`src/sv/tslp_pkg.sv`:
```
// Shared types and constants for the tracker sample line player.
package tslp_pkg;

    localparam int ROWS      = 64;
    localparam int OPCODE_W  = 2;
    localparam int ADDR_W    = 6;
    localparam int POS_W     = 7;
    localparam int ROW_W     = 32;
    localparam int OFFSET_W  = 8;
    localparam int TONE_W    = 16;
    localparam int VOLUME_W  = 5;
    localparam int MASK_W    = 4;
    localparam int SLIDE_W   = 5;
    localparam int CFG_IDX_W = 1;
    localparam int CFG_DATA_W = 7;

    localparam logic signed [SLIDE_W-1:0] SLIDE_MAX = 5'sd15;
    localparam logic signed [SLIDE_W-1:0] SLIDE_MIN = -5'sd15;

    // byte0 bits 7:6 slide codes
    localparam logic [1:0] SLIDE_UP   = 2'b11;
    localparam logic [1:0] SLIDE_DOWN = 2'b10;

    // byte1 flag positions
    localparam int B1_NOISE_MASK = 7;
    localparam int B1_TONE_ACC   = 6;
    localparam int B1_OFFS_ACC   = 5;
    localparam int B1_TONE_MASK  = 4;

    typedef enum logic [OPCODE_W-1:0] {
        OP_TICK     = 2'd0,
        OP_LOAD     = 2'd1,
        OP_SET_POS  = 2'd2,
        OP_RESTART  = 2'd3
    } op_t;

    typedef enum logic [CFG_IDX_W-1:0] {
        REG_LOOP_ROW = 1'd0,
        REG_END_ROW  = 1'd1
    } reg_idx_t;

    typedef struct packed {
        logic fire;
        logic restart;
    } step_t;

    typedef struct packed {
        logic [OFFSET_W-1:0] noise_offset;
        logic [OFFSET_W-1:0] envelope_offset;
        logic [TONE_W-1:0]   tone_shift;
        logic [VOLUME_W-1:0] volume;
        logic [MASK_W-1:0]   channel_mask;
    } result_t;

endpackage

```
`src/sv/tslp_if.sv`:
```
// Handshake channel interfaces for input items and result items.
interface tslp_item_if;
    logic                           valid;
    logic                           ready;
    logic [tslp_pkg::OPCODE_W-1:0]  opcode;
    logic [tslp_pkg::ADDR_W-1:0]    row_index;
    logic [tslp_pkg::ROW_W-1:0]     row_data;

    modport source (output valid, opcode, row_index, row_data, input ready);
    modport sink (input valid, opcode, row_index, row_data, output ready);
    modport monitor (input valid, ready, opcode, row_index, row_data);
endinterface

interface tslp_result_if;
    logic                           valid;
    logic                           ready;
    logic [tslp_pkg::OFFSET_W-1:0]  noise_offset;
    logic [tslp_pkg::OFFSET_W-1:0]  envelope_offset;
    logic [tslp_pkg::TONE_W-1:0]    tone_shift;
    logic [tslp_pkg::VOLUME_W-1:0]  volume;
    logic [tslp_pkg::MASK_W-1:0]    channel_mask;

    modport source (output valid, noise_offset, envelope_offset, tone_shift, volume,
                    channel_mask, input ready);
    modport sink (input valid, noise_offset, envelope_offset, tone_shift, volume,
                  channel_mask, output ready);
    modport monitor (input valid, ready, noise_offset, envelope_offset, tone_shift,
                     volume, channel_mask);
endinterface

```
`src/sv/tslp_row_play.sv`:
```
// Row playback: accumulators, volume slide and result computation for one row.
module tslp_row_play (
    input  logic                        clk,
    input  logic                        rst_n,
    input  tslp_pkg::step_t             step,
    input  logic [tslp_pkg::ROW_W-1:0]  row,
    output tslp_pkg::result_t           result
);

    logic [tslp_pkg::OFFSET_W-1:0]      noise_acc_reg, noise_acc_next;
    logic [tslp_pkg::OFFSET_W-1:0]      env_acc_reg, env_acc_next;
    logic [tslp_pkg::TONE_W-1:0]        tone_base_reg, tone_base_next;
    logic signed [tslp_pkg::SLIDE_W-1:0] slide_reg, slide_next, slide_play;

    logic [7:0]                         b0;
    logic [7:0]                         b1;
    logic [tslp_pkg::TONE_W-1:0]        tone;
    logic [tslp_pkg::OFFSET_W-1:0]      offs;
    logic [tslp_pkg::OFFSET_W-1:0]      noise_sum;
    logic [tslp_pkg::OFFSET_W-1:0]      env_sum;
    logic [tslp_pkg::TONE_W-1:0]        tone_sum;
    logic signed [tslp_pkg::SLIDE_W:0]  vol_sum;
    logic [3:0]                         vol_clamped;

    assign b0        = row[7:0];
    assign b1        = row[15:8];
    assign tone      = row[31:16];
    assign offs      = {4'b0000, b0[4:1]};
    assign noise_sum = noise_acc_reg + offs;
    assign env_sum   = env_acc_reg + offs;
    assign tone_sum  = tone_base_reg + tone;

    always_comb
    begin
        slide_play = slide_reg;
        if (b0[7:6] == tslp_pkg::SLIDE_UP && slide_reg < tslp_pkg::SLIDE_MAX)
        begin
            slide_play = slide_reg + 5'sd1;
        end
        else if (b0[7:6] == tslp_pkg::SLIDE_DOWN && slide_reg > tslp_pkg::SLIDE_MIN)
        begin
            slide_play = slide_reg - 5'sd1;
        end
    end

    assign vol_sum = signed'({2'b00, b1[3:0]}) + signed'({slide_play[4], slide_play});

    always_comb
    begin
        if (vol_sum[tslp_pkg::SLIDE_W])
        begin
            vol_clamped = 4'd0;
        end
        else if (vol_sum[4])
        begin
            vol_clamped = 4'd15;
        end
        else
        begin
            vol_clamped = vol_sum[3:0];
        end
    end

    always_comb
    begin
        result.noise_offset    = '0;
        result.envelope_offset = '0;
        if (!b1[tslp_pkg::B1_NOISE_MASK])
        begin
            result.noise_offset = noise_sum;
        end
        else if (!b0[0])
        begin
            result.envelope_offset = env_sum;
        end
        result.tone_shift   = tone_sum;
        result.volume       = {~b0[0], vol_clamped};
        result.channel_mask = {b1[tslp_pkg::B1_NOISE_MASK], 2'b00, b1[tslp_pkg::B1_TONE_MASK]};
    end

    always_comb
    begin
        noise_acc_next = noise_acc_reg;
        env_acc_next   = env_acc_reg;
        tone_base_next = tone_base_reg;
        slide_next     = slide_reg;
        if (step.fire)
        begin
            if (step.restart)
            begin
                noise_acc_next = '0;
                env_acc_next   = '0;
                tone_base_next = '0;
                slide_next     = '0;
            end
            else
            begin
                // envelope still accumulates when both noise and envelope are masked
                if (b1[tslp_pkg::B1_OFFS_ACC])
                begin
                    if (!b1[tslp_pkg::B1_NOISE_MASK])
                    begin
                        noise_acc_next = noise_sum;
                    end
                    else
                    begin
                        env_acc_next = env_sum;
                    end
                end
                if (b1[tslp_pkg::B1_TONE_ACC])
                begin
                    tone_base_next = tone_sum;
                end
                slide_next = slide_play;
            end
        end
    end

    always_ff @(posedge clk or negedge rst_n)
    begin
        if (!rst_n)
        begin
            noise_acc_reg <= '0;
            env_acc_reg   <= '0;
            tone_base_reg <= '0;
            slide_reg     <= '0;
        end
        else
        begin
            noise_acc_reg <= noise_acc_next;
            env_acc_reg   <= env_acc_next;
            tone_base_reg <= tone_base_next;
            slide_reg     <= slide_next;
        end
    end

endmodule

```
`src/sv/tracker_sample_line_player.sv`:
```
// Tracker sample line player: row table, play position and result register.
// A tick's result passes through the row read register, then the result register.
// Throughput: one item per cycle; only a stalled result register holds the input side.
// Load, set position and restart give no result; restart clears the accumulators in order.
// Reset clears position, accumulators, slide, config registers and valid flags; the row table is not cleared.
module tracker_sample_line_player (
    input  logic                                clk,
    input  logic                                rst_n,
    input  logic                                wr_en,
    input  logic [tslp_pkg::CFG_IDX_W-1:0]      wr_index,
    input  logic [tslp_pkg::CFG_DATA_W-1:0]     wr_data,
    tslp_item_if.sink                           item_in,
    tslp_result_if.source                       result_out
);

    logic [tslp_pkg::ROW_W-1:0]     row_mem [tslp_pkg::ROWS];

    logic [tslp_pkg::ADDR_W-1:0]    loop_row_reg;
    logic [tslp_pkg::POS_W-1:0]     end_row_reg;
    logic [tslp_pkg::POS_W-1:0]     position_reg, position_next;
    logic [tslp_pkg::POS_W-1:0]     play_pos;

    logic                           s1_valid_reg;
    logic                           s1_restart_reg;
    logic                           s1_in_range_reg;
    logic [tslp_pkg::ROW_W-1:0]     s1_row_reg;
    logic [tslp_pkg::ROW_W-1:0]     s1_row;

    logic                           out_valid_reg;
    tslp_pkg::result_t              result_reg;
    tslp_pkg::result_t              result;

    tslp_pkg::op_t                  op;
    tslp_pkg::step_t                step;
    logic                           accept;
    logic                           out_free;
    logic                           s1_advance;

    assign op         = tslp_pkg::op_t'(item_in.opcode);
    assign out_free   = !out_valid_reg || result_out.ready;
    assign s1_advance = s1_valid_reg && (s1_restart_reg || out_free);
    assign item_in.ready = !s1_valid_reg || s1_advance;
    assign accept     = item_in.valid && item_in.ready;

    // wrap to the loop row before reading once the end row is reached
    assign play_pos = (position_reg >= end_row_reg) ? {1'b0, loop_row_reg} : position_reg;

    always_ff @(posedge clk or negedge rst_n)
    begin
        if (!rst_n)
        begin
            loop_row_reg <= '0;
            end_row_reg  <= '0;
        end
        else if (wr_en)
        begin
            case (tslp_pkg::reg_idx_t'(wr_index))
                tslp_pkg::REG_LOOP_ROW: loop_row_reg <= wr_data[tslp_pkg::ADDR_W-1:0];
                tslp_pkg::REG_END_ROW:  end_row_reg  <= wr_data;
                default:                end_row_reg  <= end_row_reg;
            endcase
        end
    end

    always_comb
    begin
        position_next = position_reg;
        if (accept)
        begin
            case (op)
                tslp_pkg::OP_TICK:    position_next = play_pos + 7'd1;
                tslp_pkg::OP_SET_POS: position_next = {1'b0, item_in.row_index};
                tslp_pkg::OP_RESTART: position_next = '0;
                default:              position_next = position_reg;
            endcase
        end
    end

    always_ff @(posedge clk or negedge rst_n)
    begin
        if (!rst_n)
        begin
            position_reg    <= '0;
            s1_valid_reg    <= 1'b0;
            s1_restart_reg  <= 1'b0;
            s1_in_range_reg <= 1'b0;
        end
        else
        begin
            position_reg <= position_next;
            if (accept && (op == tslp_pkg::OP_TICK || op == tslp_pkg::OP_RESTART))
            begin
                s1_valid_reg    <= 1'b1;
                s1_restart_reg  <= (op == tslp_pkg::OP_RESTART);
                s1_in_range_reg <= (play_pos < tslp_pkg::POS_W'(tslp_pkg::ROWS));
            end
            else if (s1_advance)
            begin
                s1_valid_reg <= 1'b0;
            end
        end
    end

    // row table: one write port for loads, one registered read port for ticks
    always_ff @(posedge clk)
    begin
        if (accept && op == tslp_pkg::OP_LOAD &&
            {1'b0, item_in.row_index} < tslp_pkg::POS_W'(tslp_pkg::ROWS))
        begin
            row_mem[item_in.row_index] <= item_in.row_data;
        end
        if (accept && op == tslp_pkg::OP_TICK)
        begin
            s1_row_reg <= row_mem[play_pos[tslp_pkg::ADDR_W-1:0]];
        end
    end

    // rows past the table read as zero
    assign s1_row       = s1_in_range_reg ? s1_row_reg : '0;
    assign step.fire    = s1_advance;
    assign step.restart = s1_restart_reg;

    tslp_row_play u_row_play (
        .clk    (clk),
        .rst_n  (rst_n),
        .step   (step),
        .row    (s1_row),
        .result (result)
    );

    always_ff @(posedge clk or negedge rst_n)
    begin
        if (!rst_n)
        begin
            out_valid_reg <= 1'b0;
        end
        else if (s1_advance && !s1_restart_reg)
        begin
            out_valid_reg <= 1'b1;
        end
        else if (result_out.ready)
        begin
            out_valid_reg <= 1'b0;
        end
    end

    always_ff @(posedge clk)
    begin
        if (s1_advance && !s1_restart_reg)
        begin
            result_reg <= result;
        end
    end

    assign result_out.valid           = out_valid_reg;
    assign result_out.noise_offset    = result_reg.noise_offset;
    assign result_out.envelope_offset = result_reg.envelope_offset;
    assign result_out.tone_shift      = result_reg.tone_shift;
    assign result_out.volume          = result_reg.volume;
    assign result_out.channel_mask    = result_reg.channel_mask;

endmodule

```
`src/flat_wrapper.sv`:
```
// flat-port wrapper written by rule: the top's interface ports become plain ports
module tracker_sample_line_player_flat 
  (clk, rst_n, wr_en, wr_index, wr_data, item_in_valid, item_in_opcode, item_in_row_index, item_in_row_data, item_in_ready, result_out_valid, result_out_noise_offset, result_out_envelope_offset, result_out_tone_shift, result_out_volume, result_out_channel_mask, result_out_ready);
  tslp_item_if item_in_i ();
  tslp_result_if result_out_i ();
  input  logic clk;
  input  logic rst_n;
  input  logic wr_en;
  input  logic [tslp_pkg::CFG_IDX_W-1:0] wr_index;
  input  logic [tslp_pkg::CFG_DATA_W-1:0] wr_data;
  input wire logic [$bits(item_in_i.valid)-1:0] item_in_valid;
  input wire logic [$bits(item_in_i.opcode)-1:0] item_in_opcode;
  input wire logic [$bits(item_in_i.row_index)-1:0] item_in_row_index;
  input wire logic [$bits(item_in_i.row_data)-1:0] item_in_row_data;
  output wire logic [$bits(item_in_i.ready)-1:0] item_in_ready;
  output wire logic [$bits(result_out_i.valid)-1:0] result_out_valid;
  output wire logic [$bits(result_out_i.noise_offset)-1:0] result_out_noise_offset;
  output wire logic [$bits(result_out_i.envelope_offset)-1:0] result_out_envelope_offset;
  output wire logic [$bits(result_out_i.tone_shift)-1:0] result_out_tone_shift;
  output wire logic [$bits(result_out_i.volume)-1:0] result_out_volume;
  output wire logic [$bits(result_out_i.channel_mask)-1:0] result_out_channel_mask;
  input wire logic [$bits(result_out_i.ready)-1:0] result_out_ready;
  assign item_in_i.valid = item_in_valid;
  assign item_in_i.opcode = item_in_opcode;
  assign item_in_i.row_index = item_in_row_index;
  assign item_in_i.row_data = item_in_row_data;
  assign item_in_ready = item_in_i.ready;
  assign result_out_valid = result_out_i.valid;
  assign result_out_noise_offset = result_out_i.noise_offset;
  assign result_out_envelope_offset = result_out_i.envelope_offset;
  assign result_out_tone_shift = result_out_i.tone_shift;
  assign result_out_volume = result_out_i.volume;
  assign result_out_channel_mask = result_out_i.channel_mask;
  assign result_out_i.ready = result_out_ready;
  tracker_sample_line_player u_core (.clk(clk), .rst_n(rst_n), .wr_en(wr_en), .wr_index(wr_index), .wr_data(wr_data), .item_in(item_in_i), .result_out(result_out_i));
endmodule
```
`config.mk`:
```
export PLATFORM = sky130hd
export DESIGN_NAME = tracker_sample_line_player_flat
export DESIGN_NICKNAME = d
export VERILOG_FILES = /design/src/sv/tslp_pkg.sv /design/src/sv/tslp_if.sv /design/src/sv/tslp_row_play.sv /design/src/sv/tracker_sample_line_player.sv /design/src/flat_wrapper.sv
export SDC_FILE = /design/constraint.sdc
export NUM_CORES = 2
export LEC_CHECK = 0
export ABC_AREA = 1
export ABC_CLOCK_PERIOD_IN_PS = 4200
export BUFFER_PORTS_ARGS = -buffer_cell sky130_fd_sc_hd__buf_2
export CORE_MARGIN = 8
export CORE_UTILIZATION = 28
export CTS_CLUSTER_DIAMETER = 200
export DETAILED_ROUTE_END_ITERATION = 7
export PLACE_DENSITY = 0.38
export SLEW_MARGIN = 20
export SYNTH_ARGS = -nofsm -noshare
export SYNTH_HDL_FRONTEND = slang
export SYNTH_SLANG_ARGS = --single-unit
```
`constraint.sdc`:
```
create_clock -name clk -period 4.2 [get_ports clk]
set_clock_uncertainty 0.15 [all_clocks]
set_input_delay 0 -clock clk [delete_from_list [all_inputs] [get_ports clk]]
set_output_delay 0 -clock clk [all_outputs]
set_load 0.005 [all_outputs]
```
=== Yosys cells after proc, flatten, opt, wreduce, memory -nomap -nowiden ===
Memory sizes are Yosys's and may differ from the RTL's. A register that Yosys moved wholly into a read port is not among the register bits.
Cells that the tools add are included.

* $add $sub $neg: 7
* $lt $le $gt $ge: 4
* Eq/ne operators: 6
* Muxes and demuxes: 21
* Bitwise operators: 3
* Reductions and logical operators: 29

{| class="wikitable"
|+ Operators by type and width
! cell !! count
|-
| $mux 8 || 6
|-
| $mux 16 || 2
|-
| $mux 32 || 1
|-
| $pmux 7 s3 || 1
|-
| $add 16x16->16 || 1
|-
| $add 8x4->8 || 2
|-
| $mux 5 || 3
|-
| $reduce_bool 2->1 || 5
|-
| $eq 2x2->1 const B || 4
|-
| $logic_and 1x1->1 || 8
|-
| $reduce_and 2->1 || 4
|-
| $add 7x1->7 const B || 1
|-
| $ge 7x7->1 || 1
|-
| $lt 7x7->1 const B || 1
|-
| $mux 7 || 1
|-
| $add 5x5->6 || 1
|-
| $mux 1 || 6
|-
| $reduce_and 3->1 || 2
|-
| $add 5x2->5 const B || 1
|-
| $gt 5x5->1 const B || 1
|-
| $lt 5x5->1 const B || 1
|-
| $sub 5x2->5 const B || 1
|-
| $logic_or 1x1->1 || 4
|-
| $mux 4 || 1
|-
| other kinds (7) || 11
|}

* Register bits after elaboration: 100
* Bits in writable memories: 2,048
* Bits of input ports: 53
* Output and inout bits: 43
* Logic and storage cells: 89
* Memories kept: 1

{| class="wikitable"
|+ Memory list
! memory !! words !! bits a word !! rd ports !! clocked after memory_dff !! wr ports !! RTL line !! RTL
|-
| u_core.row_mem || 64 || 32 || 1 || 1 || 1 || tracker_sample_line_player.sv:16 || <nowiki>logic [tslp_pkg::ROW_W-1:0] row_mem [tslp_pkg::ROWS];</nowiki>
|}

=== Logic depth before layout (Yosys ltp) ===
* Word-level depth: 9
* Gate-level depth with buffers: 23
* Mapped depth without buffers: 21

=== Hierarchy ===
From an unflattened synthesis, not the netlist that was laid out.

* Cells, all modules: 8,932
* Area, all modules: 94,508.1 sq um

{| class="wikitable"
|+ Modules (own cells, without submodules)
! module !! instances !! cells an instance !! area each (sq um) !! seq. area each (sq um)
|-
| tracker_sample_line_player || 1 || 8,491 || 91,240.0 || 64,291.7
|-
| tslp_row_play || 1 || 441 || 3,268.1 || 925.9
|}

=== Least setup slack after synthesis ===
No wires, ideal clock.

* Path type: register -> register
* From: register u_core.out_valid_reg, in the netlist u_core.result_out.valid
* To: memory u_core.row_mem[0][0] (netlist name) (enable)
* Setup time: 419 ps
* Data arrival time: 2,636 ps
* Data required time: 3,631 ps
* Setup slack: 995 ps
* Cell stages (with the launch flop): 6
* Path buffers: 0
* Path through: dfrtp_1 -> nand4_1 -> nand2_1 -> nor2_1 -> nand4_1 -> nor2_1

* Word-level cells in the longest chain between the ends: 9

{| class="wikitable"
|+ RTL lines
! item !! RTL line !! RTL
|-
| from (decl) || tracker_sample_line_player.sv:29 || <nowiki>logic out_valid_reg;</nowiki>
|-
| from (signal assigned) || tracker_sample_line_player.sv:135 || <nowiki>out_valid_reg <= 1'b0;</nowiki>
|-
| from (signal assigned) || tracker_sample_line_player.sv:139 || <nowiki>out_valid_reg <= 1'b1;</nowiki>
|-
| from (signal assigned) || tracker_sample_line_player.sv:143 || <nowiki>out_valid_reg <= 1'b0;</nowiki>
|-
| $logic_not 1->1 || tracker_sample_line_player.sv:40 || <nowiki>assign out_free = !out_valid_reg || result_out.ready;</nowiki>
|-
| $logic_or 1x1->1 || tracker_sample_line_player.sv:40 ||
|-
| $logic_or 1x1->1 || tracker_sample_line_player.sv:41 || <nowiki>assign s1_advance = s1_valid_reg && (s1_restart_reg || out_free);</nowiki>
|-
| $logic_and 1x1->1 || tracker_sample_line_player.sv:41 ||
|-
| $logic_or 1x1->1 || tracker_sample_line_player.sv:42 || <nowiki>assign item_in.ready = !s1_valid_reg || s1_advance;</nowiki>
|-
| net item_in_ready || flat_wrapper.sv:15 || <nowiki>output wire logic [$bits(item_in_i.ready)-1:0] item_in_ready;</nowiki>
|-
| $logic_and 1x1->1 || tracker_sample_line_player.sv:43 || <nowiki>assign accept = item_in.valid && item_in.ready;</nowiki>
|-
| $logic_and 1x1->1 || tracker_sample_line_player.sv:107 || <nowiki>if (accept && op == tslp_pkg::OP_LOAD &&</nowiki>
|-
| $mux 1 || tracker_sample_line_player.sv:107 ||
|-
| $mux 1 (not written as such) || tracker_sample_line_player.sv:110 || <nowiki>row_mem[item_in.row_index] <= item_in.row_data;</nowiki>
|-
| to (decl) || tracker_sample_line_player.sv:16 ||
|}

The timed path passes the listed nets, and every way through them passes these cells.

=== Worst setup path after layout ===
* From: register u_core.position_reg[0] (netlist name)
* To: register u_core.s1_row_reg[26] (netlist name), read port of u_core.row_mem (data pin)

* Word-level cells in the longest chain between the ends: 2

{| class="wikitable"
|+ RTL lines
! item !! RTL line !! RTL
|-
| from (decl) || tracker_sample_line_player.sv:20 || <nowiki>logic [tslp_pkg::POS_W-1:0] position_reg, position_next;</nowiki>
|-
| from (signal assigned) || tracker_sample_line_player.sv:90 || <nowiki>position_reg <= position_next;</nowiki>
|-
| $ge 7x7->1 || tracker_sample_line_player.sv:46 || <nowiki>assign play_pos = (position_reg >= end_row_reg) ? {1'b0, loop_row_reg} : position_reg;</nowiki>
|-
| $mux 7 (*) || tracker_sample_line_player.sv:46 ||
|-
| to (decl) || tracker_sample_line_player.sv:26 || <nowiki>logic [tslp_pkg::ROW_W-1:0] s1_row_reg;</nowiki>
|}

Every way passes the cells marked *; elsewhere a longest branch is shown, timed or not.
A chain may end at the register's enable or synchronous reset.

==> results.py <==
metrics = {
    "cells_and_area": {
        "final_util": 0.334,
        "ff_latch_area_sq_um": 63200,
        "num-nets-final": 8950,
        "syn2layout_area_growth_pct": 18.7,
        "drive_above_1_share": 0.0958,
        "multi_input_area_sq_um": 22000,
        "largest_reg_flops": 1984,
        "fillCellCount": 32700,
    },
    "logic_synthesis": {
        "synthTopCellsByArea": "edfxtp_1, nand2_1, nand3_1",
        "synth.avg_cell_area_sq_um": 10.7,
        "synthCells": 8526,
        "synthDistinctLibCells": 44,
        "yosysTopAreaCell": "edfxtp_1",
        "ys_ff_latch": 2115,
        "yosysSeqAreaShare": 0.694,
        "synth_area_sq_um": 91100,
        "yosys_warnings": 0,
        "synth_top_area_share": 0.677,
    },
    "route": {
        "drt_iter0_drc": 5117,
        "wl_um": 335000,
        "drc_errors": 0,
        "antenna_left": 0,
        "first_pass_iters": 6,
        "vias": 62700,
        "detail_route.vias_per_cell": 4.69,
        "wl_per_cell_um": 25.0,
    },
    "cts": {
        "clk_root_buffer_cell": "clkbuf_16",
        "cts_tree": "done",
        "worstSkewPairLatency_ps": 940,
        "clockBufferDepth": 4,
        "clk_pin_slew_worst_paths_ps": 60,
        "clock-sinks": 2115,
        "htree_num_levels": 4,
        "numCtsBuffers": 243,
    },
    "power": {
        "p_per_area_nw_per_um2": 688,
        "vdd_drop_max_mv": 0.481,
        "p_leak_nw": 42.6,
        "p_total_w": 0.0744,
    },
    "timing": {
        "slew_headroom": 0.295,
        "finalHoldViolations": 0,
        "min_period_ps": 3980,
        "slew_violations": 0,
        "setup_violations": 0,
        "post-route-period-util": 0.949,
        "max_freq_ghz": 0.251,
        "tightestPinTransition_ps": 1060,
        "grt_setup_unrepaired": "no",
    },
    "placement": {
        "gp_routability_congestion": 0.797,
        "portBuffers": 92,
        "hpwl_um": 187000,
    },
    "setup_path": {
        "crit_required_ps": 4840,
        "endpoint_kind": "flip-flop",
        "worst_setup_path_start_kind": "flip-flop",
        "worstPathCellList": "inv_1 > ha_1 > inv_1 > nand2_1 > nand2_1 > nand2_1 > nand2_2 > buf_4 > nand3_4 > nand2_8 > buf_12 > buf_12 > nand2_1 > nand2_1 > nand2_1 > nand2_1 > nor2_1 > nand2_1 > nand3_1 > nand2_1 > nand2_1 > nand2_1",
        "worstSetupPathType": "flip-flop to flip-flop",
        "cp_common_cell": "nand2_1",
        "crit_fanout": 63,
        "crit_path_top_delay_cell": "nand3_1",
        "cp_data_arrival_time_ps": 4620,
        "cpPeakStageDelay_ps": 420,
    },
    "floorplanning": {
        "start_util": 0.281,
        "die_w_um": 586,
        "core_region_area_sq_um": 324000,
        "num_io_pins": 96,
        "rows": 209,
        "dieArea_sq_um": 344000,
        "die_h_um": 586,
    },
    "global_route": {
        "grtUsageMet1": 0.265,
        "grt_max_degree": 121,
        "grt_pass1_wl_um": 471000,
        "grt_usage": 0.189,
        "antenna_found_initial": 30,
        "overflow": 0,
        "grt_pass1_vias": 61500,
        "globalRouteMet2Util": 0.315,
        "grt-busiest-layer": "met2",
        "gr-usage-met3": 0.0230,
    },
    "worst_hold_path": {
        "hp-class": "input pin to flip-flop",
    },
    "status": {
        "status": "finished clean",
    },
    "flow_run": {
        "cap_viol_max_count": 0,
    },
}
-- cell families after synthesis --
family | count (synthesis) | synth area share
other | 1 | 0.0000412
flip-flops | 2115 | 0.694
AND/OR/NAND/NOR | 4481 | 0.209
XOR/XNOR | 33 | 0.00317
adder cells (fa/ha/maj) | 46 | 0.00657
AO/OA/AOI/OAI | 249 | 0.0149
buffers and inverters | 1601 | 0.0720
-- worst paths after layout --
kind / from / endpoint / slack (ps) / cells past startpoint
worst max-delay path: u_core.position_reg[0] / u_core.s1_row_reg[26] / 220 / 22
worst min-delay path: item_in_row_data[19] / u_core.row_mem[53][19] / 40 / 2
worst max register to register: u_core.position_reg[0] / u_core.s1_row_reg[26] / 220 / 22
worst min register to register: u_core.u_row_play.tone_base_reg[13] / u_core.u_row_play.tone_base_reg[13] / 340 / 2
max in group asynchronous: rst_n / u_core.u_row_play.env_acc_reg[5] / 2540 / 4
min in group asynchronous: rst_n / u_core.u_row_play.tone_base_reg[6] / 190 / 4
-- layout make-up --
class                           instances  area share
Inverter                             1139      0.0397
Clock inverter                        146      0.0107
Antenna cell                            9    0.000208
Tap cell                             4325      0.0501
Multi-Input combinational cell       4811       0.203
Clock buffer                          297      0.0587
Timing Repair Buffer                  541      0.0529
Sequential cell                      2115       0.585
-- timing repair --
action | CTS | global route
buffers inserted | 2 | 10
hold buffers | 93 | 0
endpoints found under the setup margin | 2 | 9
pin swaps | 1 | 2
cloned | 0 | 2
endpoints found under the hold margin | 3046 | 0
resized for setup | 0 | 9
-- stage by stage --
step                      area (sq um)  setup slack (ps)  setup TNS (ps)  instances  hold slack (ps)
after floorplan                  91100               995               0       8527             -446
after detailed placement         99500              -104            -104      12800             -158
after CTS                       108000              21.5               0      13400             1.94
after global placement           99500              -148            -227      12800             -151
final                           108000               216               0      13400             43.6
after global routing            108000              7.68               0      13400             44.4
-- layout by cell type, fill, tap and decap left out, drive strengths merged, types with 8 or more instances in the layout --
cell type	n
xnor2	8
o22ai	11
dlygate4sd3	93
bufinv	17
nand2	2525
clkinvlp	10
inv	1111
nand3	1703
clkbuf	299
xor2	25
a22o	11
a21oi	155
nor2	233
ha	43
nand4	11
clkinv	147
dfrtp	61
o21ai	57
edfxtp	2054
buf	446
diode	9
-- where the power goes --
group / internal [W] / total (W) / switching [W]
clock network: 0.0117 / 0.0205 / 0.00883
registers: 0.0238 / 0.0240 / 0.000283
logic: 0.00868 / 0.0298 / 0.0212
-- layer usage --
layer	wire length, um	vias up
met3	15600	378
met5	13	-
met4	7910	2
met1	155000	31700
met2	156000	1573
li1	-	29100
-- Yosys cell counts (all sizes together) --
cell type	instances
inv	1107
and2	1
a21boi	2
nand3	1703
ha	43
conb	1
o22ai	11
o221ai	2
a211oi	1
o21a	1
fa	3
a21o	1
o21ai	57
xor2	25
dfrtp	61
edfxtp	2054
xnor2	8
clkinv	32
a22o	11
nand3b	3
o41ai	1
or2	1
nor2	233
nand4	11
o31ai	1
nor3	4
a311oi	1
nand2	2525
buf	347
clkbuf	115
a21oi	155
a22oi	5
-- worst max-delay path, delay by kind of cell (launching register included) --
family	cells	cell delay, ps
AND/OR/NAND/NOR	16	2080
buffers and inverters	5	820
flip-flops	1	400
adder cells (fa/ha/maj)	1	300
(Power assumes the default switching activity.)
